**config.mk**
```make
export PLATFORM = sky130hd
export DESIGN_NAME = gssa_divider
export DESIGN_NICKNAME = d
export VERILOG_FILES = /design/src/design/gillespie_ssa_step_engine_top_macros.svh /design/src/design/gssa_divider.sv
export SDC_FILE = /design/constraint.sdc
export NUM_CORES = 1
export LEC_CHECK = 0
export ABC_AREA = 1
export BUFFER_PORTS_ARGS = -buffer_cell sky130_fd_sc_hd__buf_2
export CORE_MARGIN = 4
export CORE_UTILIZATION = 35
export DETAILED_ROUTE_END_ITERATION = 10
export GPL_TIMING_DRIVEN = 1
export PLACE_DENSITY = 0.61
export SYNTH_ARGS = -nofsm -noshare
export SYNTH_HDL_FRONTEND = slang
export SYNTH_SLANG_ARGS = --single-unit
export TNS_END_PERCENT = 30
```
**constraint.sdc**
```tcl
create_clock -name clock -period 4.21 [get_ports clock]
set_input_delay 0.2105 -clock clock [delete_from_list [all_inputs] [get_ports clock]]
set_output_delay 0.2105 -clock clock [all_outputs]
set_load 0.02 [all_outputs]
```
**src/design/gillespie_ssa_step_engine_top_macros.svh**
```systemverilog
`ifndef GILLESPIE_SSA_STEP_ENGINE_TOP_MACROS_SVH
`define GILLESPIE_SSA_STEP_ENGINE_TOP_MACROS_SVH

// Same-cycle implication, sampled on clock, off while reset is high.
`define GSSA_ASSERT_IMP(lbl, ante, cons, msg) \
   lbl: assert property (@(posedge clock) disable iff (reset) (ante) |-> (cons)) \
      else $error(msg);

// Next-cycle implication.
`define GSSA_ASSERT_NXT(lbl, ante, cons, msg) \
   lbl: assert property (@(posedge clock) disable iff (reset) (ante) |=> (cons)) \
      else $error(msg);

`endif

```
**src/design/gssa_divider.sv**
```systemverilog
module gssa_divider #(
   parameter int W = 80
) (
   input  logic         clock,
   input  logic         reset,
   input  logic         start,
   input  logic [W-1:0] numer,
   input  logic [W-1:0] denom,
   output logic [W-1:0] quot,
   output logic         done
);

   localparam int CNT_W = $clog2(W);

   logic             busy_ff, busy_in;
   logic             done_ff, done_in;
   logic [CNT_W-1:0] cnt_ff, cnt_in;
   logic [W:0]       rem_ff, rem_in;
   logic [W-1:0]     q_ff, q_in;
   logic [W-1:0]     den_ff, den_in;
   logic [W:0]       shifted;
   logic             fits;

   assign shifted = {rem_ff[W-1:0], q_ff[W-1]};
   assign fits    = shifted >= {1'b0, den_ff};

   always_comb begin
      busy_in = busy_ff;
      done_in = 1'b0;
      cnt_in  = cnt_ff;
      rem_in  = rem_ff;
      q_in    = q_ff;
      den_in  = den_ff;
      if (start) begin
         busy_in = 1'b1;
         cnt_in  = CNT_W'(W - 1);
         rem_in  = '0;
         q_in    = numer;
         den_in  = denom;
      end else if (busy_ff) begin
         rem_in = fits ? shifted - {1'b0, den_ff} : shifted;
         q_in   = {q_ff[W-2:0], fits};
         cnt_in = cnt_ff - 1'b1;
         if (cnt_ff == '0) begin
            busy_in = 1'b0;
            done_in = 1'b1;
         end
      end
   end

   always_ff @(posedge clock) begin
      if (reset) begin
         busy_ff <= 1'b0;
         done_ff <= 1'b0;
      end else begin
         busy_ff <= busy_in;
         done_ff <= done_in;
      end
   end

   always_ff @(posedge clock) begin
      cnt_ff <= cnt_in;
      rem_ff <= rem_in;
      q_ff   <= q_in;
      den_ff <= den_in;
   end

   assign quot = q_ff;
   assign done = done_ff;

endmodule

```
==> metrics.md <==
| Metric | Value |
|---|---|
| Status | `finished, final reports clean` |
| Cell taking the most area after synthesis | `edfxtp_1` |
| Clk root buf | `clkbuf_16` |
| Maximum fanout along the worst path | `36` |
| CP Launch Type | `register` |
| Syn avg cell area | `about 6.5 um^2` |
| Synthesized flop and latch total | `249` |
| Rel. slew slack | `0.253` |
| Synth Area in Compound Gates | `0.0495` |
| Max cap viols | `0` |
| CTS Buf Count | `29` |
| RSZ-0062 raised after global routing | `no` |
| Routed len/inst | `16.1 um` |
| Final Hold Violating Endpoints | `0` |
| Most used flip-flop cell after synthesis | `edfxtp_1` |
| Peak VDD IR | `roughly 0.29 mV` |
| Data required, critical path | `4.67 ns` |
| Worst min path class | `in -> reg` |
| Layout cells sized above 1 | `0.115` |
| Post-Route WL | `61,600 um` |
| Largest net degree at the start of global routing | `83` |
| Most frequent cells in the layout | `1,115 x nand2_1, 553 x inv_1, 242 x buf_2, 203 x nand3_1` |
| Syn nets | `around 3,000` |
| Clock latency at the later pin of the worst-skew pair | `between 0.5 and 0.6 ns` |
| Initial antenna violation count | `2` |
| H-tree depth | `1` |
| Post-layout util | `0.445` |
| Synth Area in XOR/XNOR | `0.0229` |
| Final setup viols | `0` |
| LEAKAGE | `12.1 nW` |
| Number of filler cells placed in the layout | `5,361` |
| Gates resized, CTS repair | `0` |
| Setup Buffers After CTS | `0` |
| CTS max path bufs | `3` |
| Area grow syn2layout | `25.1%` |
| Die Area | `around 55,000 um^2` |
| Tmin final | `3.18 ns` |
| Post-synth ARST share | `0` |
| Fin crit share | `0.757` |
| Post-Synth Adder-Cell Area | `0.0582` |
| Dpl hpwl | `about 47,000 um` |
| Ports | `244` |
| YS warnings | `0` |
| Port Buffers | `243` |
| Gr ovfl total | `0` |
| Initial Util | `0.356` |
| Critical Path AT | `3.64 ns` |
| Final ANT Viol Nets | `0` |
| WS Path Type | `reg -> reg` |
| Gate Count Post-Synth | `roughly 2,800` |
| Die W | `235 um` |
| Cell Area, Synth | `18,000 um^2` |
| Commonest non-fill, non-tap cell in the layout | `nand2_1` |
| F_max | `314 MHz` |
| Share of the synthesized area in the top cell type | `0.267` |
| Mux cell area share after synthesis | `0` |
| Register area share after synthesis | `0.367` |
| Vias per cell | `roughly 4.7` |
| Simple-gate share of the synthesized area | `0.365` |
| Worst-Margin Slew | `1.12 ns` |
| Crit end category | `register` |
| CTS tree | `yes` |
| FP Rows | `82` |
| Combinational family with the most area after synthesis | `simple AND/OR/NAND/NOR gates` |
| Clk slew on worst S/H paths | `0.06 ns` |
| Drt first pass iters | `5` |
| Slew Limit Fails | `0` |
| Fin Setup TNS | `0 ns` |
| Post-synth EDFFs | `160` |
| CTS sink cnt | `249` |
| Vias in the first global route | `17,600` |
| First-pass GRT wire length | `95,400 um` |
| Pwr Density | `296 nW/um^2` |
| # nets final | `roughly 3,400` |
| GRT Resource Usage Total | `0.220` |
| Layout Skew | `0.0230 ns` |
| DR vias | `17,900` |
| Synth area leaders | `edfxtp_1 27%, nand2_1 23%, inv_1 12%, dfxtp_1 9.9%, ha_1 5.7%` |
| Die Y | `235 um` |
| Area of the core | `50,500 um^2` |
| Drt drc | `0` |
| GPL Wtd Cong | `1.05` |
| Unique masters post-synth | `38` |
| DR iter-0 viols | `around 1,200` |
[sequential cells by signal (all words and copies together), names as in the netlist]
| signal | cells |
|---|---|
| done | 1 |
| rem_ff | 80 |
| cnt_ff | 7 |
| quot | 80 |
| busy_ff | 1 |
| den_ff | 80 |
[power by group]
part	total, mW	internal [mW]	switching (mW)
Sequential	2.85	2.78	0.0763
Combinational	0.940	0.358	0.582
Clock	2.85	1.75	1.10
Total	6.64	4.88	1.76
[cell type report]
cell class | instances | area (um^2) | share of cell area
multi-input combinational | 1879 | 8930 | 0.397
clock buffer | 34 | 774 | 0.0345
tap | 672 | 841 | 0.0374
inverter | 562 | 2110 | 0.0940
antenna | 1 | 2.50 | 0.000111
timing repair buffer | 413 | 2940 | 0.131
clock inverter | 20 | 297 | 0.0132
sequential | 249 | 6590 | 0.293
[timing repair]
item / CTS / global route
endpoints found under the setup margin: 0 / 0
hold buffers: 160 / 0
endpoints found under the hold margin: 161 / 0
[cell families (layout without fill, tap and decap cells)]
family,count (synthesis),count (layout)
flip-flops,249,249
other,0,1
XOR/XNOR,47,47
AND/OR/NAND/NOR,1580,1580
AO/OA/AOI/OAI,169,169
buffers and inverters,622,1029
adder cells (fa/ha/maj),83,83
[final timing paths]
check | endpoint | from | cells after the start | slack [ns]
worst min-delay path | den_ff[7] | start | 1 | 0.1
worst max-delay path | rem_ff[15] | den_ff[64] | 16 | 1.03
worst min register to register | cnt_ff[6] | cnt_ff[6] | 2 | 0.46
worst max register to register | rem_ff[15] | den_ff[64] | 16 | 1.03
[metrics by stage]
step | setup slack, ns | cell area [um^2] | std cells | power, mW | hold slack (ns)
6_report | 1.03 | 22500 | 3830 | 6.64 | 0.0989
5_1_grt | 0.735 | 22500 | 3830 | 6.93 | 0.0957
4_1_cts | 1.01 | 22500 | 3829 | 6.73 | 0.0818
3_5_place_dp | 1.03 | 19800 | 3615 | 3.72 | 0.389
3_3_place_gp | 1.04 | 19800 | 3615 | 3.72 | 0.385
2_1_floorplan | 0.800 | 18000 | 2750 | 3.38 | 0.280
[synthesized netlist by cell type, types with 2 or more instances]
master and number:
o21a_1 2, nor2_2 23, buf_2 10, ha_1 82, o21bai_1 8, nor2_4 2
dfxtp_1 89, edfxtp_1 160, xnor2_1 44, nand3_1 203, a21oi_1 86, nand2_2 5
nand3_2 17, xor2_1 3, buf_6 14, a21o_1 3, nand2_1 1115, inv_1 554
nor3_1 11, nand4_1 7, buf_4 6, nand3b_1 33, inv_2 7, nor2_1 158
nor4_1 2, clkbuf_1 29, o21ai_0 56, o21ai_1 11
[metal layers]
metal  vias up  GRT usage  wire length [um]
li1       9175          -                 -
met1      8070      0.289             27000
met2       564      0.367             27900
met3       105     0.0407              4440
met4         0     0.0714              2330
met5         -          0                 0
[critical path: stages, from the launching register on]
cell and delay (ns):
edfxtp_1 0.31, inv_1 0.05, ha_1 0.40, nand2_1 0.13, inv_1 0.07, nand2_1 0.09, nor2_1 0.39, nand2_1 0.09
nor2_1 0.10, nand4_1 0.17, nor2_2 0.19, nor2_4 0.07, nand2_4 0.39, buf_4 0.34, nand2_1 0.08, nand3_1 0.06
o21ai_0 0.09
(Power assumes the default switching activity.)
